**src/rtl/vector_to_polar_defines.svh**
```systemverilog
// Assertion macros for the vector-to-polar RTL.
`ifndef VECTOR_TO_POLAR_DEFINES_SVH
`define VECTOR_TO_POLAR_DEFINES_SVH

// Same-cycle implication, sampled on clk_i and disabled while rst_ni is low.
`define V2P_ASSERT_IMP(label, ante, cons, msg) \
  label: assert property (@(posedge clk_i) disable iff (!rst_ni) (ante) |-> (cons)) \
    else $error(msg);

// Next-cycle implication, sampled on clk_i and disabled while rst_ni is low.
`define V2P_ASSERT_NXT(label, ante, cons, msg) \
  label: assert property (@(posedge clk_i) disable iff (!rst_ni) (ante) |=> (cons)) \
    else $error(msg);

`endif

```
**src/rtl/v2p_pkg.sv**
```systemverilog
// Shared constants, tables and types of the vector-to-polar block.
package v2p_pkg;

  localparam int unsigned COORD_W    = 16;
  localparam int unsigned DIFF_W     = COORD_W + 1;
  localparam int unsigned ANGLE_W    = 16;
  localparam int unsigned LEN_W      = COORD_W + 1;
  localparam int unsigned CORDIC_W   = 64;
  localparam int unsigned NORM_MSB   = 59;
  localparam int unsigned Z_W        = 32;
  localparam int unsigned STEPS      = 32;
  localparam int unsigned SQ_W       = 2 * DIFF_W;
  localparam int unsigned ROOT_STEPS = DIFF_W;
  localparam int unsigned REM_W      = LEN_W + 1;
  localparam int unsigned SHIFT_W    = 6;
  localparam int unsigned IDX_W      = 5;

  // Quadrant codes, counterclockwise from +x.
  localparam logic [1:0] QUAD_NE = 2'd0;
  localparam logic [1:0] QUAD_NW = 2'd1;
  localparam logic [1:0] QUAD_SW = 2'd2;
  localparam logic [1:0] QUAD_SE = 2'd3;

  // Arctangent of 2^-i, 2^32 units per turn, rounded to nearest.
  localparam logic [Z_W-1:0] ATAN_TAB [STEPS] = '{
    32'h20000000, 32'h12E4051E, 32'h09FB385B, 32'h051111D4,
    32'h028B0D43, 32'h0145D7E1, 32'h00A2F61E, 32'h00517C55,
    32'h0028BE53, 32'h00145F2F, 32'h000A2F98, 32'h000517CC,
    32'h00028BE6, 32'h000145F3, 32'h0000A2FA, 32'h0000517D,
    32'h000028BE, 32'h0000145F, 32'h00000A30, 32'h00000518,
    32'h0000028C, 32'h00000146, 32'h000000A3, 32'h00000051,
    32'h00000029, 32'h00000014, 32'h0000000A, 32'h00000005,
    32'h00000003, 32'h00000001, 32'h00000001, 32'h00000000
  };

  typedef struct packed {
    logic [CORDIC_W-1:0] x;
    logic [CORDIC_W-1:0] y;
    logic [Z_W-1:0]      z;
    logic [1:0]          quad;
    logic                zero;
  } stage_t;

  typedef struct packed {
    logic [LEN_W-1:0] root;
    logic [REM_W-1:0] rem;
  } root_t;

  typedef struct packed {
    logic [ANGLE_W-1:0] angle;
    logic [LEN_W-1:0]   length;
  } res_t;

endpackage

```
**src/rtl/v2p_front.sv**
```systemverilog
// Front end: difference, quadrant fold, squares and CORDIC operand normalization.
module v2p_front (
  input  logic                               clk_i,
  input  logic                               rst_ni,
  input  logic                               en_i,
  input  logic                               valid_i,
  input  logic signed [v2p_pkg::COORD_W-1:0] tail_x_i,
  input  logic signed [v2p_pkg::COORD_W-1:0] tail_y_i,
  input  logic signed [v2p_pkg::COORD_W-1:0] head_x_i,
  input  logic signed [v2p_pkg::COORD_W-1:0] head_y_i,
  output logic                               valid_o,
  output v2p_pkg::stage_t                    vec_o,
  output logic [v2p_pkg::SQ_W-1:0]           sq_o
);

  logic signed [v2p_pkg::DIFF_W-1:0] dx, dy;
  logic [v2p_pkg::DIFF_W-1:0]        ax, ay;
  logic [1:0]                        quad;
  logic                              straight;

  logic                              valid_a_q;
  logic [v2p_pkg::DIFF_W-1:0]        adj_a_q, adj_a_d;
  logic [v2p_pkg::DIFF_W-1:0]        opp_a_q, opp_a_d;
  logic [1:0]                        quad_a_q;

  logic [v2p_pkg::DIFF_W-1:0]        big;
  logic [v2p_pkg::IDX_W-1:0]         msb_idx;
  logic [v2p_pkg::SHIFT_W-1:0]       shift;
  logic [v2p_pkg::SQ_W-1:0]          p_adj, p_opp;

  logic                              valid_b_q;
  v2p_pkg::stage_t                   vec_b_q, vec_b_d;
  logic [v2p_pkg::SQ_W-1:0]          sq_b_q, sq_b_d;

  // Stage A: exact differences, magnitudes and the quadrant.
  always_comb begin
    dx = v2p_pkg::DIFF_W'(head_x_i) - v2p_pkg::DIFF_W'(tail_x_i);
    dy = v2p_pkg::DIFF_W'(head_y_i) - v2p_pkg::DIFF_W'(tail_y_i);
    ax = dx[v2p_pkg::DIFF_W-1] ? v2p_pkg::DIFF_W'(-dx) : v2p_pkg::DIFF_W'(dx);
    ay = dy[v2p_pkg::DIFF_W-1] ? v2p_pkg::DIFF_W'(-dy) : v2p_pkg::DIFF_W'(dy);
    if (!dy[v2p_pkg::DIFF_W-1]) begin
      quad = dx[v2p_pkg::DIFF_W-1] ? v2p_pkg::QUAD_NW : v2p_pkg::QUAD_NE;
    end else begin
      quad = dx[v2p_pkg::DIFF_W-1] ? v2p_pkg::QUAD_SW : v2p_pkg::QUAD_SE;
    end
    // In the first and third quadrants x is the adjacent side; otherwise y is.
    straight = (quad == v2p_pkg::QUAD_NE) || (quad == v2p_pkg::QUAD_SW);
    adj_a_d  = straight ? ax : ay;
    opp_a_d  = straight ? ay : ax;
  end

  always_ff @(posedge clk_i or negedge rst_ni) begin
    if (!rst_ni) begin
      valid_a_q <= 1'b0;
      valid_b_q <= 1'b0;
    end else if (en_i) begin
      valid_a_q <= valid_i;
      valid_b_q <= valid_a_q;
    end
  end

  always_ff @(posedge clk_i) begin
    if (en_i) begin
      adj_a_q  <= adj_a_d;
      opp_a_q  <= opp_a_d;
      quad_a_q <= quad;
      vec_b_q  <= vec_b_d;
      sq_b_q   <= sq_b_d;
    end
  end

  // Stage B: shift both sides so the larger one tops out at NORM_MSB; sum the squares.
  always_comb begin
    big     = (adj_a_q > opp_a_q) ? adj_a_q : opp_a_q;
    msb_idx = '0;
    for (int b = 0; b < v2p_pkg::DIFF_W; b++) begin
      if (big[b]) begin
        msb_idx = v2p_pkg::IDX_W'(b);
      end
    end
    shift = v2p_pkg::SHIFT_W'(v2p_pkg::NORM_MSB) - v2p_pkg::SHIFT_W'(msb_idx);

    vec_b_d.x    = v2p_pkg::CORDIC_W'(adj_a_q) << shift;
    vec_b_d.y    = v2p_pkg::CORDIC_W'(opp_a_q) << shift;
    vec_b_d.z    = '0;
    vec_b_d.quad = quad_a_q;
    vec_b_d.zero = (big == '0);

    p_adj  = v2p_pkg::SQ_W'(adj_a_q) * v2p_pkg::SQ_W'(adj_a_q);
    p_opp  = v2p_pkg::SQ_W'(opp_a_q) * v2p_pkg::SQ_W'(opp_a_q);
    sq_b_d = p_adj + p_opp;
  end

  assign valid_o = valid_b_q;
  assign vec_o   = vec_b_q;
  assign sq_o    = sq_b_q;

endmodule

```
**config.mk**
```make
export PLATFORM = sky130hd
export DESIGN_NAME = v2p_front
export DESIGN_NICKNAME = d
export VERILOG_FILES = /design/src/rtl/vector_to_polar_defines.svh /design/src/rtl/v2p_pkg.sv /design/src/rtl/v2p_front.sv
export SDC_FILE = /design/constraint.sdc
export NUM_CORES = 2
export LEC_CHECK = 0
export ABC_AREA = 0
export BUFFER_PORTS_ARGS = -buffer_cell sky130_fd_sc_hd__buf_4
export CAP_MARGIN = 20
export CELL_PAD_IN_SITES_DETAIL_PLACEMENT = 0
export CELL_PAD_IN_SITES_GLOBAL_PLACEMENT = 1
export CORE_ASPECT_RATIO = 0.8
export CORE_UTILIZATION = 30
export DETAILED_ROUTE_END_ITERATION = 8
export GPL_ROUTABILITY_DRIVEN = 1
export GPL_TIMING_DRIVEN = 0
export PLACE_DENSITY_LB_ADDON = 0.12
export SYNTH_ARGS = -nofsm -noshare
export SYNTH_HDL_FRONTEND = slang
export SYNTH_SLANG_ARGS = --single-unit
```
**constraint.sdc**
```tcl
create_clock -name clk_i -period 9.4 [get_ports clk_i]
set_input_delay 1.41 -clock clk_i [delete_from_list [all_inputs] [get_ports clk_i]]
set_output_delay 1.41 -clock clk_i [all_outputs]
set_load 0.05 [all_outputs]
```
### Word level (Yosys, flattened, before mapping)

Index checks and enable logic that the tools add are counted.

* add/subtract/negate cells: 6
* multiply operators: 2
* divide/modulo/power cells: 0
* magnitude comparators: 1
* equality and inequality tests: 1
* shift-type cells: 2
* mux-type cells: 24
* bitwise operators: 0
* reduce and logical (&&, ||, !) cells: 3

Operators with widths (number)
* << shifter 17 x 6 -> 64 bit: 2
* two-way mux 17 bit: 5
* two-way mux 5 bit: 15
* multiplier 17 x 17 -> 34 bit: 2
* adder 34 bit: 1
* negation 17 bit: 2
* subtractor 16 x 16 -> 17 bit: 2
* greater-than comparator 17 bit: 1
* zero test 17 bit: 1
* subtractor 6 x 5 -> 6 bit (first input constant): 1
* two-way mux 1 bit: 3
* == test 2 bit (second input constant): 1
* zero test 2 bit: 1
* two-way mux 2 bit: 1
* logical OR 1 bit: 1

* register bits: 203
* bits in latches: 0
* bits in writable memories: 0
* memory bits (read-only): 0
* input port bits: 68
* logic and storage cells: 49
* memories: 0

### Logic depth before layout (Yosys ltp)

* word-level depth: 20
* mapped depth: 30
* mapped depth without buffers: 28

### Worst setup path after synthesis

No wires, ideal clock.

* path kind: register -> register
* start: register adj_a_q[10] in the netlist's numbering
* end: register sq_b_q, in the netlist sq_o[30] (data pin)
* setup time: 259 ps
* arrival time: 7080 ps
* setup slack: 2062 ps
* cell stages (with the launch flop): 27
* buffers on the path: 2
* period minus slack after synthesis: 7338 ps
* cells stage by stage: edfxtp_1 -> clkbuf_1 -> clkbuf_1 -> nand2_1 -> fa_1 -> fa_1 -> inv_1 -> fa_1 -> inv_1 -> fa_1 -> inv_1 -> fa_1 -> fa_1 -> fa_1 -> inv_1 -> fa_1 -> inv_1 -> ha_1 -> o21a_1 -> o21ai_0 -> a21oi_1 -> nand2_1 -> o21a_1 -> o311ai_0 -> a31o_2 -> a21oi_1 -> xnor2_1

* longest elaborated chain between the ends: 2

Ends and longest elaborated chain
* start: declaration: RTL line v2p_front.sv:22 `logic [v2p_pkg::DIFF_W-1:0] adj_a_q, adj_a_d;`
* start signal: assignment: RTL line v2p_front.sv:64 `adj_a_q <= adj_a_d;`
* multiplier 17 x 17 -> 34 bit: RTL line v2p_front.sv:89 `p_adj = v2p_pkg::SQ_W'(adj_a_q) * v2p_pkg::SQ_W'(adj_a_q);`
* adder 34 bit: RTL line v2p_front.sv:91 `sq_b_d = p_adj + p_opp;`
* net sq_b_d, one bit: RTL line v2p_front.sv:33 `logic [v2p_pkg::SQ_W-1:0] sq_b_q, sq_b_d;`
* end signal: assignment: RTL line v2p_front.sv:68 `sq_b_q <= sq_b_d;`
* end: declaration: RTL line v2p_front.sv:33

The timed path passes the listed nets, and every way through them passes these cells.
A chain may end at the register's enable or synchronous reset.

### Worst setup path in the final report

* start: register adj_a_q[4] in the netlist's numbering
* end: register sq_b_q, in the netlist sq_o[33] (data pin)

Same word-level chain as after synthesis.

==> impl_metrics.env <==
export IMPL_ant_nets=0
export IMPL_cp_start_kind="register"
export IMPL_antenna_found_initial=1
export IMPL_routed_wl_met2_um=41000
export IMPL_vias=21185
export IMPL_hold_path_class="register to register"
export IMPL_grt_max_degree=133
export IMPL_grt_pass1_vias=22541
export IMPL_worstSetupEndpointType="register"
export IMPL_critPathKind="register to register"
export IMPL_crit_path_max_fanout=10
export IMPL_fin_skew_ns=0.0286
export IMPL_ioPinCount=266
export IMPL_critPathArrivalTime_ns=9.39
export IMPL_synth_area_um2=28600
export IMPL_setup_violations_final=0
export IMPL_holdWs_ns=0.418
export IMPL_cts_buffers=25
export IMPL_synth_main_ff_cell="edfxtp_1"
export IMPL_drive_gt1_share_pct=12.0
export IMPL_cts_sinks=203
export IMPL_top_layer="met4"
export IMPL_htreeDepth=1
export IMPL_post_cts_buffers=0
export IMPL_ys_async_sr_fraction_pct=0.985
export IMPL_drtIter0Drc=1269
export IMPL_dp_slack_ns=-0.791
export IMPL_clkLatencyLatePin_ns=0.60
export IMPL_relSlewSlack_pct=29.0
export IMPL_io_buffers=233
export IMPL_worstPathRequired_ns=9.71
export IMPL_synth_edf_count=201
export IMPL_synth_area_per_cell_um2=9.91
export IMPL_placedInstanceArea_um2=32300
export IMPL_ctsHoldBuffers=0
export IMPL_die_y_um=278
export IMPL_cts_resized=14
export IMPL_drt_met1_wl_um=43800
export IMPL_drt_wl_total_um=92300
export IMPL_fin_crit_sh_pct=96.6
export IMPL_seq_area_frac_synth_pct=21.3
export IMPL_core_area_um2=93700
export IMPL_floorplan_die_area_um2=96600
export IMPL_wl_per_cell_um=20.6
export IMPL_max_freq_ghz=0.110
export IMPL_tritoncts="yes"
export IMPL_tightest_slew_ns=1.06
export IMPL_rsz0062_at_grt="no"
export IMPL_reg2regPathDepth=25
export IMPL_first_pass_iters=6
export IMPL_root_buffer="clkbuf_16"
export IMPL_gp_congestion=0.926
export IMPL_dieWidth_um=347
export IMPL_syn_to_final_growth_pct=15.8
export IMPL_fp_row_count=100
export IMPL_wl_met3_um=6210
export IMPL_grt_overflow_total=0
export IMPL_r2r_start="adj_a_q[4]$_DFFE_PP_"
export IMPL_hpwl_um=77500
export IMPL_layout_setup_ws_ns=0.322
export IMPL_critPathCapture="sq_o[33]$_DFFE_PP_"
export IMPL_start_util_pct=30.5
export IMPL_remaining_drc_errors=0
export IMPL_layout_filler_cells=9601
export IMPL_clock_path_buffers=3
export IMPL_final_cell_area_um2=33100
export IMPL_reg2reg_setup_slack_ns=0.32
export IMPL_clkTransAtPathRegs_ns=0.06
export IMPL_r2r_end="sq_o[33]$_DFFE_PP_"
export IMPL_startpoint="adj_a_q[4]$_DFFE_PP_"
export IMPL_grt_pass1_wl_um=140000
export IMPL_final_net_count=4004
export IMPL_ys_ff_latch=203
export IMPL_cap_violations=0
export IMPL_synth_warnings=0
export IMPL_syn_inst=2888
export IMPL_hold_violations=0
export IMPL_viasPerCell=4.73
export IMPL_grt_usage_pct=19.3
export IMPL_outcome="finished clean"
export IMPL_timing_final_max_slew_violations=0
export IMPL_yosysUniqueCellTypes=85
export IMPL_fin_crit_ns=9.08
==> metal layers <==
layer	GRT usage, %	vias up
met2	29.4	578
met1	28.2	10724
met3	4.30	57
met5	0	-
li1	-	9826
met4	2.83	0
==> cell families after synthesis <==
logic type      Yosys count  synth area share [%]
fa+ha+maj               696                  42.1
other cells               1                0.0131
buf+inv                 813                  11.2
flops                   203                  21.3
simple gates            620                  10.2
compound gates          357                  8.60
mux                      92                  3.30
xor+xnor                106                  3.27
==> synthesized netlist by cell type (all sizes together) (5+ instances only) <==
| cell type | instances | area [um2] |
|---|---|---|
| fa | 445 | 8910 |
| or3 | 6 | 37.5 |
| a21boi | 6 | 48.8 |
| a31oi | 16 | 100 |
| a21oi | 82 | 422 |
| clkbuf | 77 | 289 |
| mux2i | 83 | 831 |
| nor3 | 29 | 161 |
| buf | 61 | 385 |
| a22oi | 17 | 128 |
| inv | 671 | 2520 |
| a311oi | 8 | 76.3 |
| o311ai | 6 | 67.6 |
| o2bb2ai | 17 | 149 |
| nand2b | 19 | 119 |
| xnor2 | 75 | 664 |
| o31ai | 17 | 133 |
| nor2b | 17 | 106 |
| nand4 | 13 | 81.3 |
| ha | 251 | 3140 |
| a22o | 5 | 43.8 |
| o211ai | 14 | 105 |
| a31o | 5 | 43.8 |
| and4 | 5 | 43.8 |
| xor2 | 31 | 272 |
| or2 | 8 | 50.1 |
| o21ai | 52 | 260 |
| nor2 | 161 | 604 |
| edfxtp | 201 | 6040 |
| and2 | 72 | 450 |
| o22ai | 19 | 119 |
| a211oi | 19 | 143 |
| nand3 | 29 | 150 |
| nor4 | 15 | 93.8 |
| and3 | 10 | 62.6 |
| nand2 | 222 | 836 |
| mux2 | 8 | 90.1 |
| o21a | 14 | 105 |
| a21o | 22 | 165 |
==> metrics by stage <==
step / std cells / setup TNS (ns) / utilization [%]
after floorplan: 2983 / 0 / -
after global placement: 4440 / -3.26 / 34.4
after detailed placement: 4441 / -3.75 / 34.4
after CTS: 4483 / 0 / 35.3
after global routing: 4481 / 0 / 35.4
final: 4483 / 0 / 35.4
==> cells in the final DEF (no fill, tap or decap), drive strengths merged, types with 72 or more instances in the layout <==
master and count:
conb 96, clkbuf 100, buf 295, fa 445, a21oi 82, ha 251, mux2i 83, nor2 161
inv 675, xnor2 75, and2 72, nand2 222, edfxtp 201
==> worst max-delay path, cell delays in order, from the launching register on <==
cell	delay, ns
edfxtp_1	0.47
clkbuf_2	0.44
clkbuf_1	0.66
nand2_1	0.18
fa_1	0.64
fa_1	0.45
fa_1	0.49
inv_1	0.04
ha_1	0.27
ha_1	0.32
fa_1	0.53
inv_1	0.05
fa_1	0.45
fa_1	0.49
inv_1	0.04
ha_1	0.30
inv_1	0.08
o311ai_0	0.66
o22ai_1	0.32
o22ai_2	0.45
o2111ai_1	0.34
nand4_1	0.31
a31oi_1	0.12
o21ai_0	0.34
a21oi_1	0.19
xnor2_1	0.17
==> registers in the layout (all words and copies together) (netlist names) <==
signal     count
valid_a_q      1
adj_a_q       17
vec_o        131
quad_a_q       2
valid_o        1
sq_o          34
opp_a_q       17
==> worst min-delay path by stage <==
| stage | from | endpoint | cells after the start |
|---|---|---|---|
| floorplan | quad_a_q[0]$_DFFE_PP_ | vec_o[1]$_DFFE_PP_ | 0 |
| global placement | quad_a_q[0]$_DFFE_PP_ | vec_o[1]$_DFFE_PP_ | 0 |
| detailed placement | quad_a_q[1]$_DFFE_PP_ | vec_o[2]$_DFFE_PP_ | 0 |
| CTS | quad_a_q[1]$_DFFE_PP_ | vec_o[2]$_DFFE_PP_ | 0 |
| global route | quad_a_q[0]$_DFFE_PP_ | vec_o[1]$_DFFE_PP_ | 0 |
| finish | quad_a_q[1]$_DFFE_PP_ | vec_o[2]$_DFFE_PP_ | 0 |
==> area by class of cell <==
class	count	area (um2)	area share, %
Buffer	134	686	2.07
Clock buffer	27	633	1.91
Timing Repair Buffer	234	1780	5.38
Multi-Input combinational cell	1967	19700	59.4
Antenna cell	2	5.00	0.0151
Sequential cell	203	6090	18.4
Inverter	675	2540	7.66
Clock inverter	17	185	0.559
Tap cell	1224	1530	4.62
Power is not shown: default switching activity piles up to over one toggle a cycle in this logic, so the estimate is an artifact.
