===== config.mk =====
export PLATFORM = sky130hd
export DESIGN_NAME = v2p_out_stage
export DESIGN_NICKNAME = d
export VERILOG_FILES = /design/src/rtl/v2p_pkg.sv /design/src/rtl/v2p_out_stage.sv
export VERILOG_INCLUDE_DIRS = /design/src /design/src/rtl
export SDC_FILE = /design/constraint.sdc
export NUM_CORES = 1
export LEC_CHECK = 0
export ABC_AREA = 0
export BUFFER_PORTS_ARGS = -buffer_cell sky130_fd_sc_hd__buf_4
export CORE_ASPECT_RATIO = 0.7
export CORE_UTILIZATION = 33
export CTS_BUF_LIST = sky130_fd_sc_hd__clkbuf_8 sky130_fd_sc_hd__clkbuf_16
export DETAILED_ROUTE_END_ITERATION = 10
export SYNTH_ARGS = -nofsm -noshare
export SYNTH_HDL_FRONTEND = slang
export SYNTH_SLANG_ARGS = --single-unit
export TNS_END_PERCENT = 30

===== constraint.sdc =====
create_clock -name clk_i -period 8.2 [get_ports clk_i]
set_clock_uncertainty 0.1 [all_clocks]
set_input_delay 1.64 -clock clk_i [delete_from_list [all_inputs] [get_ports clk_i]]
set_output_delay 1.64 -clock clk_i [all_outputs]
set_load 0.005 [all_outputs]

===== src/rtl/vector_to_polar_defines.svh =====
// Assertion macros for the vector-to-polar RTL.
`ifndef VECTOR_TO_POLAR_DEFINES_SVH
`define VECTOR_TO_POLAR_DEFINES_SVH

// Same-cycle implication, sampled on clk_i and disabled while rst_ni is low.
`define V2P_ASSERT_IMP(label, ante, cons, msg) \
  label: assert property (@(posedge clk_i) disable iff (!rst_ni) (ante) |-> (cons)) \
    else $error(msg);

// Next-cycle implication, sampled on clk_i and disabled while rst_ni is low.
`define V2P_ASSERT_NXT(label, ante, cons, msg) \
  label: assert property (@(posedge clk_i) disable iff (!rst_ni) (ante) |=> (cons)) \
    else $error(msg);

`endif


===== src/rtl/v2p_pkg.sv =====
// Shared constants, tables and types of the vector-to-polar block.
package v2p_pkg;

  localparam int unsigned COORD_W    = 16;
  localparam int unsigned DIFF_W     = COORD_W + 1;
  localparam int unsigned ANGLE_W    = 16;
  localparam int unsigned LEN_W      = COORD_W + 1;
  localparam int unsigned CORDIC_W   = 64;
  localparam int unsigned NORM_MSB   = 59;
  localparam int unsigned Z_W        = 32;
  localparam int unsigned STEPS      = 32;
  localparam int unsigned SQ_W       = 2 * DIFF_W;
  localparam int unsigned ROOT_STEPS = DIFF_W;
  localparam int unsigned REM_W      = LEN_W + 1;
  localparam int unsigned SHIFT_W    = 6;
  localparam int unsigned IDX_W      = 5;

  // Quadrant codes, counterclockwise from +x.
  localparam logic [1:0] QUAD_NE = 2'd0;
  localparam logic [1:0] QUAD_NW = 2'd1;
  localparam logic [1:0] QUAD_SW = 2'd2;
  localparam logic [1:0] QUAD_SE = 2'd3;

  // Arctangent of 2^-i, 2^32 units per turn, rounded to nearest.
  localparam logic [Z_W-1:0] ATAN_TAB [STEPS] = '{
    32'h20000000, 32'h12E4051E, 32'h09FB385B, 32'h051111D4,
    32'h028B0D43, 32'h0145D7E1, 32'h00A2F61E, 32'h00517C55,
    32'h0028BE53, 32'h00145F2F, 32'h000A2F98, 32'h000517CC,
    32'h00028BE6, 32'h000145F3, 32'h0000A2FA, 32'h0000517D,
    32'h000028BE, 32'h0000145F, 32'h00000A30, 32'h00000518,
    32'h0000028C, 32'h00000146, 32'h000000A3, 32'h00000051,
    32'h00000029, 32'h00000014, 32'h0000000A, 32'h00000005,
    32'h00000003, 32'h00000001, 32'h00000001, 32'h00000000
  };

  typedef struct packed {
    logic [CORDIC_W-1:0] x;
    logic [CORDIC_W-1:0] y;
    logic [Z_W-1:0]      z;
    logic [1:0]          quad;
    logic                zero;
  } stage_t;

  typedef struct packed {
    logic [LEN_W-1:0] root;
    logic [REM_W-1:0] rem;
  } root_t;

  typedef struct packed {
    logic [ANGLE_W-1:0] angle;
    logic [LEN_W-1:0]   length;
  } res_t;

endpackage


===== src/rtl/v2p_out_stage.sv =====
// Result rounding and the two-entry output buffer that decouples the stall.
`include "vector_to_polar_defines.svh"

module v2p_out_stage (
  input  logic                        clk_i,
  input  logic                        rst_ni,
  input  logic                        valid_i,
  input  v2p_pkg::stage_t             vec_i,
  input  v2p_pkg::root_t              rt_i,
  output logic                        en_o,
  output logic                        out_valid_o,
  input  logic                        out_ready_i,
  output logic [v2p_pkg::ANGLE_W-1:0] angle_o,
  output logic [v2p_pkg::LEN_W-1:0]   length_o
);

  logic                   en, take;
  logic [v2p_pkg::Z_W-1:0] z_sum;
  logic                   round_up;
  v2p_pkg::res_t          res_d;
  v2p_pkg::res_t          out_q, skid_q;
  logic                   out_valid_q, out_valid_d;
  logic                   skid_valid_q, skid_valid_d;
  logic                   load_out, load_skid, from_skid;

  assign en   = !skid_valid_q;
  assign take = valid_i && en;

  always_comb begin
    // Add the quarter turns and half an output unit, then keep the top bits.
    z_sum = vec_i.z + (v2p_pkg::Z_W'(vec_i.quad) << (v2p_pkg::Z_W - 2))
          + (v2p_pkg::Z_W'(1) << (v2p_pkg::Z_W - v2p_pkg::ANGLE_W - 1));
    res_d.angle  = vec_i.zero ? '0 : z_sum[v2p_pkg::Z_W-1 -: v2p_pkg::ANGLE_W];
    round_up     = (rt_i.rem > v2p_pkg::REM_W'(rt_i.root));
    res_d.length = rt_i.root + v2p_pkg::LEN_W'(round_up);
  end

  always_comb begin
    out_valid_d  = out_valid_q;
    skid_valid_d = skid_valid_q;
    load_out     = 1'b0;
    load_skid    = 1'b0;
    from_skid    = 1'b0;
    if (!out_valid_q || out_ready_i) begin
      if (skid_valid_q) begin
        out_valid_d  = 1'b1;
        skid_valid_d = 1'b0;
        load_out     = 1'b1;
        from_skid    = 1'b1;
      end else begin
        out_valid_d = take;
        load_out    = take;
      end
    end else if (take) begin
      skid_valid_d = 1'b1;
      load_skid    = 1'b1;
    end
  end

  always_ff @(posedge clk_i or negedge rst_ni) begin
    if (!rst_ni) begin
      out_valid_q  <= 1'b0;
      skid_valid_q <= 1'b0;
    end else begin
      out_valid_q  <= out_valid_d;
      skid_valid_q <= skid_valid_d;
    end
  end

  always_ff @(posedge clk_i) begin
    if (load_out) begin
      out_q <= from_skid ? skid_q : res_d;
    end
    if (load_skid) begin
      skid_q <= res_d;
    end
  end

  assign en_o        = en;
  assign out_valid_o = out_valid_q;
  assign angle_o     = out_q.angle;
  assign length_o    = out_q.length;

  `V2P_ASSERT_IMP(a_skid_behind_out, skid_valid_q, out_valid_q, "skid entry without output entry")
  `V2P_ASSERT_NXT(a_stall_to_skid, take && out_valid_q && !out_ready_i, skid_valid_q, "stalled result not parked")
  `V2P_ASSERT_IMP(a_len_zero_vec, valid_i, (res_d.length == '0) == vec_i.zero, "length and zero flag disagree")

endmodule


# Word level (Yosys, flattened, before mapping)
# Index checks and enable logic that the tools add are counted.
word_totals:
  regBits: 68
  input_bits: 202
  out_inout_bits: 35
  wordCells: 25
classes:
  add_sub_neg: 3
  magnitude_cmp: 1
  mux: 10
  n_reduce_logical: 5
op_table:
  columns: ["operator", "n"]
  rows:
  - ["$mux 33", 1]
  - ["$add 32x16->32 const B", 1]
  - ["$add 32x32->32", 1]
  - ["$gt 18x17->1", 1]
  - ["$add 17x1->17", 1]
  - ["$mux 16", 1]
  - ["$mux 1", 8]
  - ["$logic_not 1->1", 2]
  - ["$reduce_bool 2->1", 1]
  - ["$logic_and 1x1->1", 1]
  - ["$logic_or 1x1->1", 1]

# Depth between registers and ports, before layout
# Gate-level depths: netlist (run 1).
logic_depth:
  ltp_word: 4
  ltp_mapped: 12
  depth_no_buf: 11

# Worst setup path after synthesis (run 1)
# Ideal clock, no wire load.
synth_timing:
  path_type: "input port to flip-flop"
  from: "input out_ready_i"
  to: "register skid_q[0] in the netlist's numbering (enable)"
  arrival_ns: 4.360
  setup_slack_ns: 3.269
  cell_stages: 2
  n_path_buf: 0
  path_cell_list: "nand2b_1 nor3b_1"
synth_between:
  elab_chain_cells: 2
synth_lines:
  columns: ["element", "line", "rtl"]
  rows:
  - ["start, declared", "v2p_out_stage.sv:12", "input logic out_ready_i,"]
  - ["$logic_or 1x1->1", "v2p_out_stage.sv:44", "if (!out_valid_q || out_ready_i) begin"]
  - ["$mux 1", "v2p_out_stage.sv:44", null]
  - ["net load_skid", "v2p_out_stage.sv:24", "logic load_out, load_skid, from_skid;"]
  - ["end signal, assigned", "v2p_out_stage.sv:75", "skid_q <= res_d;"]
  - ["end, declared", "v2p_out_stage.sv:21", "v2p_pkg::res_t out_q, skid_q;"]
# The timed path passes the listed nets, and every way through them passes these cells.
# A chain may end at the register's enable or synchronous reset.

# Worst setup path in the final report (run 1)
layout_timing:
  from: "input rt_i[33] in the netlist's numbering"
  to: "register out_q (netlist bit length_o[12]) (data pin)"
layout_between:
  elab_chain_cells: 3
layout_lines:
  columns: ["element", "line", "rtl"]
  rows:
  - ["start, declared", "v2p_out_stage.sv:9", "input v2p_pkg::root_t rt_i,"]
  - ["$gt 18x17->1", "v2p_out_stage.sv:34", "round_up = (rt_i.rem > v2p_pkg::REM_W'(rt_i.root));"]
  - ["$add 17x1->17", "v2p_out_stage.sv:35", "res_d.length = rt_i.root + v2p_pkg::LEN_W'(round_up);"]
  - ["$mux 33", "v2p_out_stage.sv:72", "out_q <= from_skid ? skid_q : res_d;"]
  - ["end signal, assigned", "v2p_out_stage.sv:72", null]
  - ["end, declared", "v2p_out_stage.sv:21", null]
# No other way between the ends.

==> impl_metrics.toml, run 1 <==
[detailed_routing]
route.detailed.drc = 0
dr_total_vias = 2920
wire_per_inst_um = 15.2
drtIter0Drc = 191
ant_nets = 0
detail_route.first_pass.iterations = 4
via_per_inst = 4.94
finalWirelength_um = 8980

[synth]
synth_fp_nets = 558
synth_top_area_share_pct = 52.3
syn_inst = 335
post-synth-top-count-cell = "edfxtp_1"
async_flop_share_pct = 2.94
synth_area_um2 = 3790
synth-main-ff-cell = "edfxtp_1"
ys_seq_area_share_pct = 53.6
synth-edff-count = 66
synth_area_leaders = "edfxtp_1, ha_1, xnor2_1"
synth_top_family_by_area = "simple AND/OR/NAND/NOR gates"
synth.avg_cell_area_um2 = 11.3
ys_ff_latch = 68
synth_top_cell_by_area = "edfxtp_1"
yosysWarnings = 0
ys_types = 44
ys_top_cells_by_count = "edfxtp_1, nand2_1, nor2_1"
synth_xor_area_share_pct = 5.78
synth_fa_ha_area_share_pct = 6.94
yosys.area_share.simple_pct = 17.3
synth-compound-area-share_pct = 7.66
synthMuxAreaShare_pct = 4.43

[clock_tree]
clock_latency_ns = 0.32
cts_setup_buffers = 0
cts_num_sinks = 68
cts_made_buffers = 9
cts_max_path_buffers = 2
htree_levels = 3
cts.repair.resized = 0
cts_tree = "built"
cts_hold_buf = 0
path_clk_slew_ns = 0.05
root_buffer = "clkbuf_16"

[place]
gp_congestion = 0.787
port_buffers = 93
dp_hpwl_um = 6520

[final_layout]
num-fill-cells = 1032
nets = 656
area_growth_pct = 30.3
antennaDiodeCount = 0
layout-drive-gt1-share_pct = 29.7

[global_routing]
grt_max_degree = 29
grt_overflow = 0
grt_pass1_vias = 2843
antenna_found_initial = 0
grt_pass1_wl_um = 14400
grtUsageTotal_pct = 16.2

[timing]
layout_min_cycle_time_ns = 4.68
post-route-period-util_pct = 57.1
fin_hold_ws_ns = 0.424
slew_headroom_pct = 30.0
finalHoldViolations = 0
worst_pin_slew_ns = 1.05
setup_violations = 0
fin_setup_tns_ns = 0
rsz0062_at_grt = "false"
report.final.slew_viol_count = 0
max_freq_mhz = 214

[setup_path]
cp_common_cell = "ha_1"
reg2reg_from = "out_valid_o"
r2r_cells = 4
crit_start = "rt_i[33]"
cp.arrival_ns = 4.65
critical_path.endpoint = "length_o[12]"
crit_required_ns = 8.17
cp-end-kind = "register"
path_cells = "buf_4 > inv_1 > ha_1 > nand4b_1 > nor4_1 > o31ai_1 > a22oi_1 > ha_1 > and2_1 > and4_1 > nand2_1 > a221o_1"
cpMaxStageDelayCell = "nor4_1"
rr_endpoint = "length_o[12]"
crit_type = "in -> reg"
timing.critical_path.from_type = "input pin"
cp_max_fo = 4
max_stage_delay_ns = 0.59
r2r_setup_slack_ns = 5.96

[die]
die_w_um = 130
core-area_um2 = 11100
rows = 32
io_pins = 237
die_y_um = 91.6
start_util_pct = 34.2
die_area_um2 = 11900

[status]
status = "finished, final reports clean"

[run]
maxCapViolCount = 0

[pwr]
power_density_nw_per_um2 = 190
ir_drop_mv = 0.111
leakagePower_nw = 1.93

[worst_hold_path]
hold_class = "reg -> reg"
[through the flow]
step                      total power (W)  instance area (um^2)  setup slack, ns  utilization (%)  cells
after floorplan                  0.000498                  3790             3.27                -    335
after global placement           0.000568                  4640             3.32             41.9    575
after detailed placement         0.000571                  4640             3.29             41.9    575
after CTS                        0.000952                  4940             3.61             44.5    591
after global routing             0.000984                  4940             3.29             44.5    591
final                            0.000940                  4940             3.52             44.5    591
[flip-flops by register name, summed over array words and instances, names as in the netlist]
name / flops
skid_valid_q: 1
length_o: 17
angle_o: 16
out_valid_o: 1
skid_q: 33
[cells by family (layout without fill, tap and decap cells)]
logic type | Yosys count | in the layout
and+or+nand+nor | 129 | 129
muxes | 15 | 15
AOI/OAI and AO/OA | 43 | 43
xor gates and xnor gates | 25 | 25
buffers and inverters | 34 | 137
adders and majority gates | 21 | 21
DFF | 68 | 68
[placed cells by master, fill, tap and decap left out, types with 2 or more instances in the layout]
cell         n
nor2_1      30
clkinvlp_4   3
and4_1       4
o2111ai_1    3
buf_4       97
edfxtp_1    66
xnor2_1     21
nor2b_1      2
and3_1       2
ha_1        21
nand2_1     34
o21ai_0      7
or3_1        6
mux2_2      14
a21oi_1     11
o31ai_1      9
inv_1       24
clkinv_2     3
nor4_1       4
clkbuf_16    9
dfrtp_1      2
and2_1       3
nand2b_1     3
nand3_1     14
nand4_1     11
nor3_1       8
nand4b_1     3
a31oi_1      2
xor2_1       4
a221o_1      2
[worst max-delay path: cells and delay by family]
kind,cells,cell delay [ns]
compound gates,3,0.75
fa+ha+maj,2,0.56
buf+inv,2,0.17
simple gates,5,1.51
[worst min-delay path by stage]
stage | cells after the start | slack (ns) | from | end
CTS | 2 | 0.43 | skid_q[27] | angle_o[10]
global route | 2 | 0.44 | skid_q[27] | angle_o[10]
finish | 2 | 0.42 | skid_q[27] | angle_o[10]
detailed placement | 2 | 0.41 | skid_q[27] | angle_o[10]
floorplan | 2 | 0.38 | skid_q[18] | angle_o[1]
global placement | 2 | 0.41 | skid_q[28] | angle_o[11]
[report_power, final]
| group | internal (W) | switching, W | leakage (nW) | total [W] |
|---|---|---|---|---|
| logic | 0.0000688 | 0.0000745 | 1.14 | 0.000143 |
| clock network | 0.000233 | 0.000143 | 0.137 | 0.000376 |
| registers | 0.000413 | 0.00000709 | 0.652 | 0.000420 |
| total | 0.000715 | 0.000225 | 1.93 | 0.000940 |
[per-layer routing]
| metal | track usage [%] | wire [um] | up-vias |
|---|---|---|---|
| met1 | 23.1 | 4510 | 1402 |
| li1 | - | - | 1433 |
| met2 | 23.7 | 3910 | 78 |
| met5 | 0 | 0 | - |
| met4 | 4.65 | 84 | 0 |
| met3 | 4.73 | 465 | 7 |
[cell type report]
class / instances / area (um^2) / area share, %
Sequential cell: 68 / 2030 / 41.2
Multi-Input combinational cell: 233 / 1600 / 32.4
Timing Repair Buffer: 97 / 728 / 14.8
Clock buffer: 9 / 225 / 4.56
Tap cell: 153 / 191 / 3.88
Inverter: 24 / 90.1 / 1.83
Clock inverter: 7 / 67.6 / 1.37
No activity file was read; power rests on OpenSTA's default activity.
==> run 2, diff against run 1 <==
- clock period: 8.2 -> 4.56 ns (I/O delays scaled with it)
==> run 2 against run 1 <==
Compared with the run above: hold slack lost 0.17 ns; setup slack lost 2.8 ns; cell area increased by 0.33%; largest power group unchanged; combinational power increased by 80%; cell count grew 0.17%; clock power is 84% higher.
==> impl_metrics.toml, run 2 (synthesis results as in run 1) <==
[die]
die_w_um = 130
die_area_um2 = 11900
die_y_um = 91.6
start_util_pct = 34.2
core-area_um2 = 11100
io_pins = 237
rows = 32

[place]
dp.cells = 576
port_buffers = 93
dp_hpwl_um = 6630
placed_cell_area_um2 = 4650
gp_congestion = 0.804

[setup_path]
crit_type = "in -> reg"
cp.arrival_ns = 3.82
cpMaxStageDelayCell = "nor4_1"
cp-end-kind = "register"
cp_common_cell = "ha_1"
path_cells = "buf_4 > inv_1 > ha_1 > nand4b_1 > nor4_1 > o31ai_1 > a22oi_1 > ha_1 > and2_1 > and4_1 > nand2_1 > a221o_1"
max_stage_delay_ns = 0.54
timing.critical_path.from_type = "input pin"
cp_max_fo = 4
crit_required_ns = 4.53

[clock_tree]
cts_hold_buf = 0
htree_levels = 3
root_buffer = "clkbuf_16"
path_clk_slew_ns = 0.06
cts_made_buffers = 9
clock_latency_ns = 0.33
cts_max_path_buffers = 2
cts.repair.resized = 0
cts_tree = "built"
cts_setup_buffers = 0
cts_num_sinks = 68

[pwr]
power_density_nw_per_um2 = 345
p_total_w = 0.00171
leakagePower_nw = 1.94
ir_drop_mv = 0.181

[final_layout]
num-fill-cells = 1052
largest_reg_flops = 33
antennaDiodeCount = 0
regMostFlops = "skid_q"
mostFrequentLayoutCells = "buf_4, edfxtp_1, nand2_1"
layout-drive-gt1-share_pct = 29.8
nets = 657
fin_area_um2 = 4950
area_growth_pct = 30.7
final_cells = 592
multi_input_area_um2 = 1600
final_core_util_pct = 44.7
layout_commonest_cell = "buf_4"
regArea_um2 = 2030

[detailed_routing]
wire_per_inst_um = 15.2
detail_route.first_pass.iterations = 4
ant_nets = 0
dr_total_vias = 2921
drtIter0Drc = 263
route.detailed.drc = 0
finalWirelength_um = 8970
via_per_inst = 4.93

[timing]
setup_violations = 0
slew_headroom_pct = 26.0
rsz0062_at_grt = "false"
fin_setup_tns_ns = 0
report.final.slew_viol_count = 0
worst_pin_slew_ns = 1.11
finalHoldViolations = 0
post-route-period-util_pct = 84.5
layout_min_cycle_time_ns = 3.85
max_freq_mhz = 260

[run]
maxCapViolCount = 0

[global_routing]
grt_pass1_vias = 2916
grtUsageMet2_pct = 24.2
grtUsageTotal_pct = 16.2
antenna_found_initial = 0
busiest_layer = "met2"
grt_overflow = 0
grt_max_degree = 29
gr-usage-met3_pct = 5.13
grtUsageMet1_pct = 22.6
grt_pass1_wl_um = 14600

[worst_hold_path]
hold_class = "in -> async"

[status]
status = "finished, final reports clean"
-- run 2: cell type report --
| type | instances | area share [%] |
|---|---|---|
| flip-flops and latches | 68 | 41.0 |
| multi-input cells | 233 | 32.3 |
| repair buffers | 98 | 14.9 |
| clock buffers | 9 | 4.55 |
| well taps | 153 | 3.87 |
| inverters | 24 | 1.82 |
| clock inverters | 7 | 1.54 |
-- run 2: worst max-delay path, delay by kind of cell --
family	cells	cell delay (ns)
compound gates	3	0.73
fa+ha+maj	2	0.56
buf+inv	2	0.17
simple gates	5	1.44
-- run 2: metal layers --
metal / vias up / wire length (um) / part of all wire, %
met3: 7 / 600 / 6.7
li1: 1436 / - / -
met5: - / 0 / 0
met2: 78 / 3920 / 44
met1: 1400 / 4370 / 49
met4: 0 / 78 / 0.87
-- run 2: metrics by stage --
stage	hold slack [ns]	worst slack, ns
floorplan	0.384	0.357
global placement	0.402	0.417
detailed placement	0.411	0.396
CTS	0.243	0.719
global route	0.238	0.489
finish	0.254	0.708
-- run 2: power breakdown --
part	switching (W)	total [W]	internal, W
logic	0.000133	0.000258	0.000125
clock network	0.000267	0.000693	0.000426
registers	0.0000129	0.000756	0.000743
total	0.000413	0.00171	0.00129
-- run 2: path summary, 6_finish.rpt --
| path | from | end | slack (ns) | depth (start not counted) |
|---|---|---|---|---|
| setup / recovery | rt_i[33] | length_o[12] | 0.71 | 12 |
| hold / removal | rst_ni | out_valid_o | 0.25 | 1 |
| setup reg to reg | out_valid_o | length_o[12] | 2.28 | 4 |
| hold reg to reg | skid_q[0] | length_o[0] | 0.42 | 2 |
| max in group asynchronous | rst_ni | skid_valid_q | 4.02 | 1 |
| min in group clk_i | skid_q[0] | length_o[0] | 0.42 | 2 |
