$ cat src/rtl/vector_to_polar_defines.svh
// Assertion macros for the vector-to-polar RTL.
`ifndef VECTOR_TO_POLAR_DEFINES_SVH
`define VECTOR_TO_POLAR_DEFINES_SVH

// Same-cycle implication, sampled on clk_i and disabled while rst_ni is low.
`define V2P_ASSERT_IMP(label, ante, cons, msg) \
  label: assert property (@(posedge clk_i) disable iff (!rst_ni) (ante) |-> (cons)) \
    else $error(msg);

// Next-cycle implication, sampled on clk_i and disabled while rst_ni is low.
`define V2P_ASSERT_NXT(label, ante, cons, msg) \
  label: assert property (@(posedge clk_i) disable iff (!rst_ni) (ante) |=> (cons)) \
    else $error(msg);

`endif

$ cat src/rtl/v2p_pkg.sv
// Shared constants, tables and types of the vector-to-polar block.
package v2p_pkg;

  localparam int unsigned COORD_W    = 16;
  localparam int unsigned DIFF_W     = COORD_W + 1;
  localparam int unsigned ANGLE_W    = 16;
  localparam int unsigned LEN_W      = COORD_W + 1;
  localparam int unsigned CORDIC_W   = 64;
  localparam int unsigned NORM_MSB   = 59;
  localparam int unsigned Z_W        = 32;
  localparam int unsigned STEPS      = 32;
  localparam int unsigned SQ_W       = 2 * DIFF_W;
  localparam int unsigned ROOT_STEPS = DIFF_W;
  localparam int unsigned REM_W      = LEN_W + 1;
  localparam int unsigned SHIFT_W    = 6;
  localparam int unsigned IDX_W      = 5;

  // Quadrant codes, counterclockwise from +x.
  localparam logic [1:0] QUAD_NE = 2'd0;
  localparam logic [1:0] QUAD_NW = 2'd1;
  localparam logic [1:0] QUAD_SW = 2'd2;
  localparam logic [1:0] QUAD_SE = 2'd3;

  // Arctangent of 2^-i, 2^32 units per turn, rounded to nearest.
  localparam logic [Z_W-1:0] ATAN_TAB [STEPS] = '{
    32'h20000000, 32'h12E4051E, 32'h09FB385B, 32'h051111D4,
    32'h028B0D43, 32'h0145D7E1, 32'h00A2F61E, 32'h00517C55,
    32'h0028BE53, 32'h00145F2F, 32'h000A2F98, 32'h000517CC,
    32'h00028BE6, 32'h000145F3, 32'h0000A2FA, 32'h0000517D,
    32'h000028BE, 32'h0000145F, 32'h00000A30, 32'h00000518,
    32'h0000028C, 32'h00000146, 32'h000000A3, 32'h00000051,
    32'h00000029, 32'h00000014, 32'h0000000A, 32'h00000005,
    32'h00000003, 32'h00000001, 32'h00000001, 32'h00000000
  };

  typedef struct packed {
    logic [CORDIC_W-1:0] x;
    logic [CORDIC_W-1:0] y;
    logic [Z_W-1:0]      z;
    logic [1:0]          quad;
    logic                zero;
  } stage_t;

  typedef struct packed {
    logic [LEN_W-1:0] root;
    logic [REM_W-1:0] rem;
  } root_t;

  typedef struct packed {
    logic [ANGLE_W-1:0] angle;
    logic [LEN_W-1:0]   length;
  } res_t;

endpackage

$ cat src/rtl/v2p_sqrt.sv
// Digit-by-digit square root, one root bit per stage, padded to the CORDIC depth.
module v2p_sqrt (
  input  logic                     clk_i,
  input  logic                     en_i,
  input  logic [v2p_pkg::SQ_W-1:0] sq_i,
  output v2p_pkg::root_t           rt_o
);

  v2p_pkg::root_t           rt_q  [v2p_pkg::STEPS];
  logic [v2p_pkg::SQ_W-1:0] rad_q [v2p_pkg::ROOT_STEPS-1];

  for (genvar k = 0; k < v2p_pkg::STEPS; k++) begin : g_step
    v2p_pkg::root_t rt_prev, rt_nxt;

    if (k == 0) begin : g_first
      assign rt_prev = '0;
    end else begin : g_next
      assign rt_prev = rt_q[k-1];
    end

    if (k < v2p_pkg::ROOT_STEPS) begin : g_digit
      logic [v2p_pkg::SQ_W-1:0]    rad_prev;
      logic [v2p_pkg::REM_W+1:0]   rem_t, trial;
      logic                        ge;

      if (k == 0) begin : g_rad_first
        assign rad_prev = sq_i;
      end else begin : g_rad_next
        assign rad_prev = rad_q[k-1];
      end

      always_comb begin
        rem_t  = {rt_prev.rem, rad_prev[v2p_pkg::SQ_W-1 -: 2]};
        trial  = {1'b0, rt_prev.root, 2'b01};
        ge     = (rem_t >= trial);
        rt_nxt.rem  = ge ? v2p_pkg::REM_W'(rem_t - trial) : v2p_pkg::REM_W'(rem_t);
        rt_nxt.root = {rt_prev.root[v2p_pkg::LEN_W-2:0], ge};
      end

      if (k < v2p_pkg::ROOT_STEPS - 1) begin : g_rad
        always_ff @(posedge clk_i) begin
          if (en_i) begin
            rad_q[k] <= rad_prev << 2;
          end
        end
      end
    end else begin : g_delay
      assign rt_nxt = rt_prev;
    end

    always_ff @(posedge clk_i) begin
      if (en_i) begin
        rt_q[k] <= rt_nxt;
      end
    end
  end

  assign rt_o = rt_q[v2p_pkg::STEPS-1];

endmodule

$ cat config.mk
export PLATFORM = sky130hd
export DESIGN_NAME = v2p_sqrt
export DESIGN_NICKNAME = d
export VERILOG_FILES = /design/src/rtl/vector_to_polar_defines.svh /design/src/rtl/v2p_pkg.sv /design/src/rtl/v2p_sqrt.sv
export SDC_FILE = /design/constraint.sdc
export NUM_CORES = 1
export LEC_CHECK = 0
export ABC_AREA = 1
export BUFFER_PORTS_ARGS = -buffer_cell sky130_fd_sc_hd__buf_4
export CAP_MARGIN = 20
export CELL_PAD_IN_SITES_DETAIL_PLACEMENT = 0
export CELL_PAD_IN_SITES_GLOBAL_PLACEMENT = 1
export CORE_MARGIN = 8
export CORE_UTILIZATION = 30
export DETAILED_ROUTE_END_ITERATION = 8
export PLACE_DENSITY_LB_ADDON = 0.1
export SLEW_MARGIN = 10
export SYNTH_ARGS = -nofsm -noshare
export SYNTH_HDL_FRONTEND = slang
export SYNTH_SLANG_ARGS = --single-unit
$ cat constraint.sdc
create_clock -name clk_i -period 5 [get_ports clk_i]
set_clock_uncertainty 0.15 [all_clocks]
set_input_delay 0.75 -clock clk_i [delete_from_list [all_inputs] [get_ports clk_i]]
set_output_delay 0.75 -clock clk_i [all_outputs]
set_load 0.02 [all_outputs]
Word-level counts from Yosys, hierarchy flattened
Memories as Yosys holds them, arrays and structs flattened. Cells that the tools add are included.

Magnitude comparators: 17. Multiplexer cells: 19. Add/subtract/negate cells: 17.

Operators by type and width (count): $ge 20x19->1 (16); $mux 18 (17); $sub 18x18->18 (16); $sub 2x1->3 const B (1); $ge 2x1->1 const B (1); $mux 1 (2).

Bits of input ports: 36. Memories kept: 2. Flip-flop bits (word level): 0. Word-level logic and storage cells: 55. Memory bits (writable): 1632. Output and inout bits: 35.

Memories: rt_q (words 32, width 35, read ports 32, clocked after Yosys merged registers in 0, wr ports 32, line v2p_sqrt.sv:9) `v2p_pkg::root_t rt_q [v2p_pkg::STEPS];`; rad_q (words 16, width 32, read ports 16, clocked after Yosys merged registers in 0, wr ports 16, line v2p_sqrt.sv:10) `logic [v2p_pkg::SQ_W-1:0] rad_q [v2p_pkg::ROOT_STEPS-1];`.

Depth between registers and ports, before layout
Gate-level depths: netlist of the first run. An unclocked memory read counts as a cell.

Depth after elaboration: 3. Depth in mapped cells: 14. Mapped depth without buffers: 14.

Least setup slack after synthesis of the first run
OpenSTA, ideal clock, no wires.

Path type: register to register. Start point: mem rt_q[5][3] in the netlist's numbering. End point: mem rt_q[6][3] in the netlist's numbering (data pin). Slack: 2.946 ns. Stages on the path, launching flop included: 10. Arrival: 1.647 ns. Required time: 4.593 ns. Library setup time: 0.257 ns. Period minus slack after synthesis: 2.054 ns. Cell sequence: edfxtp_1 -> ha_1 -> a21o_1 -> nand2_1 -> nand3_1 -> a21oi_2 -> nand2_4 -> inv_4 -> buf_8 -> o21ai_2.

RTL lines (line): start: declaration (v2p_sqrt.sv:9).

==> impl_metrics.py, run 1 <==
metrics = {
    "status": {
        "status": "finished, final reports clean",
    },
    "cts": {
        "h-tree-depth": 4,
        "cts_buffer_depth": 3,
        "cts_buffers": 144,
        "clk_latency_ns": 0.78,
        "cts.sinks": 1236,
        "cts_tree": "built",
        "postCtsSetupBuffers": 0,
        "clk_pin_slew_worst_paths_ns": 0.06,
        "clockRootBuffer": "clkbuf_16",
    },
    "die": {
        "io_pins": 71,
        "start_util": 0.3006,
        "die-height_um": 435.4,
        "core_area_um2": 175500,
        "die_w_um": 435.4,
        "row_count": 154,
        "dieArea_um2": 189600,
    },
    "place": {
        "dp_hpwl_mm": 80.71,
        "dpl_cell_area_um2": 56320,
        "placed_cells": 6708,
        "numPortBuffers": 70,
        "gp_congestion": 0.7631,
        "place_ws_ns": 2.141,
    },
    "sta": {
        "min_period_over_period": 0.5634,
        "fin_ws_ns": 2.183,
        "slew_headroom": 0.4021,
        "setup_viol": 0,
        "fmax_mhz": 355.0,
        "finalMaxSlewViolations": 0,
        "tns_ns": 0,
        "worst_pin_slew_ns": 0.8939,
        "final-hold-violation-count": 0,
        "rsz0062_at_grt": "no",
        "layout_min_cycle_time_ns": 2.817,
    },
    "setup_path": {
        "r2r-start": "rt_q[2][1]$_DFFE_PP_",
        "reg2reg_to": "rt_q[3][8]$_DFFE_PP_",
        "r2r_setup_slack_ns": 2.18,
        "crit_path_start_kind": "register",
        "end_kind": "register",
        "r2r_cells": 11,
        "path_max_fanout": 21,
        "crit_required_ns": 5.38,
        "crit_arrival_ns": 3.20,
        "crit_type": "register to register",
    },
    "finish": {
        "nets": 4755,
        "finalNonFillerCells": 7002,
        "fin_area_um2": 61370,
        "nFillCells": 17350,
        "areaGrowthSynthToFinish_pct": 16.28,
        "drive_gt1_frac": 0.1047,
    },
    "synthesis": {
        "synthesis.nets": 4503,
        "synth.area.top_cells": "edfxtp_1, nand2_1, ha_1",
        "synth.distinct_cells": 49,
        "ys_seq_area_frac": 0.7033,
        "yosys_warnings": 0,
        "synth_area_um2": 52770,
        "synth_cells": 4294,
        "synth_top_area_frac": 0.7033,
        "syn_avg_cell_area_um2": 12.29,
        "synth_largest_area_cell": "edfxtp_1",
        "synth-seq-cells": 1236,
    },
    "routing": {
        "drt-total-wl_mm": 114.4,
        "drc_errors": 0,
        "postRouteAntennaNets": 0,
        "first_iter_violations": 1723,
        "viasPerCell": 4.274,
        "wl_per_cell_um": 16.34,
        "num_vias": 29930,
        "first_pass_iters": 5,
    },
    "grt": {
        "grt_pass1_wl_mm": 177.0,
        "grt_pass1_vias": 30180,
        "grt_use_total": 0.1185,
        "overflow": 0,
        "grt_max_degree": 139,
        "antenna_found_initial": 2,
    },
    "pwr": {
        "finalPower_mw": 26.79,
        "power_density_nw_per_um2": 436.6,
        "p_leak_nw": 24.18,
        "peakVddDrop_mv": 0.2836,
    },
    "hold_path": {
        "whs_endpoint": "rt_q[0][18]$_DFFE_PP_",
        "hp-class": "input port to register",
        "worstHoldPathCells": 2,
        "hold_start": "sq_i[33]",
    },
    "job": {
        "maxCapViolations": 0,
    },
}
[sequential cells by signal, summed over array words and instances, names as in the netlist]
signal / flops
rad_q: 272
rt_q: 964
[logic make-up (layout without fill, tap and decap cells)]
| group | Yosys count | after routing | share of synthesized area |
|---|---|---|---|
| buffers and inverters | 587 | 954 | 0.04566 |
| xor gates and xnor gates | 120 | 120 | 0.02006 |
| and+or+nand+nor | 1806 | 1806 | 0.1473 |
| other | 1 | 2 | 0.00007106 |
| AOI/OAI and AO/OA | 371 | 371 | 0.04258 |
| adders and majority gates | 173 | 173 | 0.04102 |
| DFF | 1236 | 1236 | 0.7033 |
[cell usage after synthesis (all sizes together)]
master and number:
edfxtp 1236, nand2 1095, inv 555, nor2 317, nand3 235, a21oi 180
ha 173, o21ai 166, xor2 69, xnor2 51, nand4 49, nand3b 44
nor3 39, buf 29, or2 12, o21bai 11, a21o 6, and2 6
and3 5, o211ai 5, clkinv 2, nor4 2, a211o 1, a211oi 1
clkbuf 1, conb 1, nor2b 1, nor3b 1, o21a 1
[critical path: stages, from the launching register on]
cell and delay (ns):
edfxtp_1 0.39, ha_1 0.38, a21oi_1 0.15, nand2_1 0.10
nand2_1 0.09, nand2_2 0.11, nor2_4 0.11, nand2_1 0.09
nor2_2 0.68, inv_1 0.17, nand2_1 0.11, inv_1 0.04
[per-stage QoR]
stage	hold WS, ns	util
3_3_place_gp	0.2502	0.3208
4_1_cts	0.01859	0.3496
3_5_place_dp	0.2545	0.3208
5_1_grt	0.05305	0.3496
2_1_floorplan	0.2503	-
6_report	0.1152	0.3496
[cells in the final DEF, fill, tap and decap left out, types with 6 or more instances in the layout]
master,n
xnor2_1,51
nor2_1,289
nand3_1,226
nor2_2,26
o21ai_2,49
or2_2,10
inv_1,535
o21ai_1,23
inv_2,15
nand2_2,23
a21o_1,6
and2_1,6
clkinv_2,15
edfxtp_1,1236
bufinv_16,13
clkbuf_16,147
a21oi_1,147
clkinv_1,27
xor2_1,68
nand3b_1,44
nand2_1,1067
clkinvlp_4,6
o21bai_1,10
a21oi_2,31
clkbuf_1,37
nand4_1,49
dlygate4sd3_1,32
nor3_1,35
buf_12,10
ha_1,173
buf_4,93
o21ai_0,94
[layout make-up]
type	count	area (um^2)	share of cell area
sequential	1236	37120	0.6048
clock buffer	184	3817	0.06221
tap	2340	2928	0.04771
multi-input combinational	2471	13250	0.2159
inverter	557	2103	0.03427
timing repair buffer	136	1246	0.02031
clock inverter	77	905.9	0.01476
antenna	1	2.502	0.00004078
[how the worst max path moves through the flow]
stage / start / to / slack [ns] / cells past startpoint
floorplan: rt_q[5][3]$_DFFE_PP_ / rt_q[6][3]$_DFFE_PP_ / 2.95 / 9
global placement: rt_q[2][1]$_DFFE_PP_ / rt_q[3][8]$_DFFE_PP_ / 2.10 / 11
detailed placement: rt_q[2][1]$_DFFE_PP_ / rt_q[3][8]$_DFFE_PP_ / 2.14 / 11
CTS: rt_q[2][1]$_DFFE_PP_ / rt_q[3][8]$_DFFE_PP_ / 2.12 / 11
global route: rad_q[0][94]$_DFFE_PP_ / rt_q[3][8]$_DFFE_PP_ / 1.90 / 12
finish: rt_q[2][1]$_DFFE_PP_ / rt_q[3][8]$_DFFE_PP_ / 2.18 / 11
[where the power goes]
| part | total [mW] | internal (mW) | switching [mW] |
|---|---|---|---|
| clock network | 10.4 | 6.14 | 4.23 |
| logic | 3.39 | 1.15 | 2.24 |
| registers | 13.0 | 12.6 | 0.482 |
[metal layers]
metal	vias up	GRT usage	part of all wire
met1	14160	0.1583	0.48
met5	-	0	0.00011
met2	338	0.1930	0.46
li1	15240	-	-
met4	2	0.03931	0.027
met3	179	0.02415	0.033
[repair_timing]
action / 4_1_cts / 5_1_grt
hold buffers: 32 / 0
endpoints found under the hold margin: 32 / 0
gates resized for setup: 0 / 0
Note: power is estimated with default switching activity, not from simulation.
==> run 2: changes to the inputs <==
--- a/config.mk
+++ b/config.mk
@@ -5,7 +5,7 @@
 export SDC_FILE = /design/constraint.sdc
 export NUM_CORES = 1
 export LEC_CHECK = 0
-export ABC_AREA = 1
+export ABC_AREA = 0
 export BUFFER_PORTS_ARGS = -buffer_cell sky130_fd_sc_hd__buf_4
 export CAP_MARGIN = 20
 export CELL_PAD_IN_SITES_DETAIL_PLACEMENT = 0
==> constraint.sdc (replaced) <==
create_clock -name clk_i -period 2.7 [get_ports clk_i]
set_clock_uncertainty 0.15 [all_clocks]
set_input_delay 0.405 -clock clk_i [delete_from_list [all_inputs] [get_ports clk_i]]
set_output_delay 0.405 -clock clk_i [all_outputs]
set_load 0.02 [all_outputs]
==> run 2 against run 1 <==
The flow now finishes with violations (negative setup slack). Non-clock buffer count increased by 519. Worst hold slack improved by 0.079 ns. Critical endpoint is now rt_q[8][7]$_DFFE_PP_. Flip-flop and latch count unchanged. Via count decreased by 10%. Synthesized cell count decreased by 29%. Clock power increased by 78%.
==> impl_metrics.py, run 2 <==
metrics = {
    "status": {
        "status": "complete, but fails checks",
        "violations": "negative setup slack",
    },
    "die": {
        "die_w_um": 420.4,
        "core_area_um2": 162600,
        "row_count": 148,
        "io_pins": 71,
        "start_util": 0.3017,
        "dieArea_um2": 176700,
        "die-height_um": 420.4,
    },
    "cts": {
        "cts_tree": "built",
        "cts_buffer_depth": 3,
        "cts.sinks": 1236,
        "clockRootBuffer": "clkbuf_16",
        "cts_buffers": 145,
        "h-tree-depth": 4,
        "clk_latency_ns": 0.78,
        "clk_pin_slew_worst_paths_ns": 0.06,
    },
    "setup_path": {
        "crit_chain": "ha_1, a21oi_2, nor2_2, nor3_2, a211oi_2, o21a_1, or4_4, mux2_4",
        "r2r-start": "rt_q[7][1]$_DFFE_PP_",
        "r2r_setup_slack_ns": -0.13,
        "cpLargestDelayFamily": "simple AND/OR/NAND/NOR gates",
        "startpoint": "rt_q[7][1]$_DFFE_PP_",
        "crit_arrival_ns": 3.19,
        "cpMaxStageDelayCell": "or4_4",
        "crit_type": "register to register",
        "crit_required_ns": 3.06,
        "cpPeakStageDelay_ns": 0.60,
        "crit_path_start_kind": "register",
        "crit_buf_inv": 0,
        "path_max_fanout": 5,
        "end_kind": "register",
    },
    "job": {
        "maxCapViolations": 0,
    },
    "synthesis": {
        "synth_area_um2": 49060,
        "yosysMostFrequentCell": "edfxtp_1",
        "syn_avg_cell_area_um2": 16.02,
        "async_reset_ff_frac": 0,
        "synth_cells": 3062,
        "ys.flop_type": "edfxtp_1",
        "synth-seq-cells": 1236,
        "ys_seq_area_frac": 0.7565,
        "synth_largest_area_cell": "edfxtp_1",
        "synth_top_area_frac": 0.7565,
        "synthesis.nets": 3271,
        "yosys_warnings": 0,
        "synthTopCellsByCount": "edfxtp_1, inv_1, ha_1",
        "synth.area.top_cells": "edfxtp_1, ha_1, xnor2_1",
        "synth_edf_count": 1236,
        "synth.distinct_cells": 81,
    },
    "grt": {
        "grt_pass1_wl_mm": 149.7,
        "grt_max_degree": 89,
        "overflow": 0,
        "antenna_found_initial": 2,
        "grt_use_total": 0.1058,
        "grt_pass1_vias": 27540,
    },
    "sta": {
        "hold_ws_ns": 0.1941,
        "rsz0062_at_grt": "yes",
        "setup_viol": 33,
        "min_period_over_period": 1.049,
        "tns_ns": -2.284,
        "fin_ws_ns": -0.1330,
        "worst_pin_slew_ns": 0.5339,
        "slew_headroom": 0.6413,
        "layout_min_cycle_time_ns": 2.833,
        "finalMaxSlewViolations": 0,
        "final-hold-violation-count": 0,
        "fmax_mhz": 353.0,
    },
    "place": {
        "gp_congestion": 0.8005,
        "dp_hpwl_mm": 63.38,
        "numPortBuffers": 70,
        "dpl_cell_area_um2": 55950,
        "placed_cells": 5716,
    },
    "finish": {
        "finalNonFillerCells": 6121,
        "nets": 4042,
        "top_regs": "rt_q: 964 flops, rad_q: 272 flops",
        "areaGrowthSynthToFinish_pct": 29.42,
        "nFillCells": 15220,
        "top_register": "rt_q",
        "layout_commonest_cell": "edfxtp_1",
        "n_antenna_cell": 0,
        "utilization": 0.3905,
        "drive_gt1_frac": 0.2899,
        "largest_reg_flops": 964,
        "fin_area_um2": 63490,
        "final_cell_mix": "edfxtp_1, buf_4, inv_1",
    },
    "routing": {
        "first_iter_violations": 1339,
        "wl_per_cell_um": 15.75,
        "first_pass_iters": 5,
        "viasPerCell": 4.386,
        "drt-total-wl_mm": 96.40,
        "postRouteAntennaNets": 0,
        "drc_errors": 0,
        "num_vias": 26850,
    },
    "pwr": {
        "power_density_nw_per_um2": 802.2,
        "p_leak_nw": 23.75,
        "peakVddDrop_mv": 0.6502,
    },
    "hold_path": {
        "hp-class": "input port to register",
        "hold_start": "sq_i[14]",
    },
}
## run 2: cell count changes after synthesis, moves of 34 or more
cell / before / now
inv_1: 535 / 246
mux2_2: 0 / 52
nand2_1: 1067 / 134
nand3_1: 226 / 45
nand3b_1: 44 / 9
nor2_1: 289 / 170
o21a_1: 1 / 43
o21ai_2: 49 / 1
o31ai_1: 0 / 34
or3_1: 0 / 36
xnor2_1: 51 / 119
## run 2: cell type report
class	count	area (um^2)	area share
Tap cell	2175	2721	0.04286
Clock inverter	88	858.3	0.01352
Clock buffer	172	3730	0.05874
Sequential cell	1236	37120	0.5845
Multi-Input combinational cell	1549	12570	0.1980
Timing Repair Buffer	655	5568	0.08769
Inverter	246	927.1	0.01460
## run 2: where the power goes
part | switching [mW] | internal [mW]
clock network | 7.87 | 10.7
logic | 3.99 | 4.00
registers | 0.930 | 23.5
## run 2: cell families after synthesis
group / share of synthesized area
AO/OA/AOI/OAI: 0.06203
XOR/XNOR: 0.03642
adder cells (fa/ha/maj): 0.04412
buffers and inverters: 0.02158
flip-flops: 0.7565
multiplexers: 0.01551
other: 0.00007644
AND/OR/NAND/NOR: 0.06373
## run 2: timing repair
action / CTS / global route
setup endpoints to repair: 121 / 203
pin swaps: 25 / 95
cloned: 2 / 4
gates resized for setup: 114 / 238
hold buffers: 36 / 0
hold endpoints to repair: 52 / 0
setup buffers: 26 / 80
## run 2: per-layer routing
layer	wire length (um)	global-route usage	up-vias	share of wire
met5	0	0	-	0
met4	2862	0.03852	0	0.030
met3	3633	0.02492	196	0.038
met2	46010	0.1735	385	0.48
met1	43890	0.1369	13150	0.46
li1	-	-	13110	-
## run 2: through the flow
stage	power (mW)	worst slack [ns]
floorplan	28.24	-0.08282
global placement	31.45	-0.3645
detailed placement	31.51	-0.3425
CTS	51.08	-0.1105
global route	53.45	-0.2379
finish	50.94	-0.1330
## run 2: path summary, 6_finish.rpt
| kind | cells past startpoint | to |
|---|---|---|
| worst min register to register | 0 | rt_q[24][24]$_DFFE_PP_ |
| worst max register to register | 8 | rt_q[8][7]$_DFFE_PP_ |
| worst max-delay path | 8 | rt_q[8][7]$_DFFE_PP_ |
| worst min-delay path | 2 | rad_q[0][14]$_DFFE_PP_ |
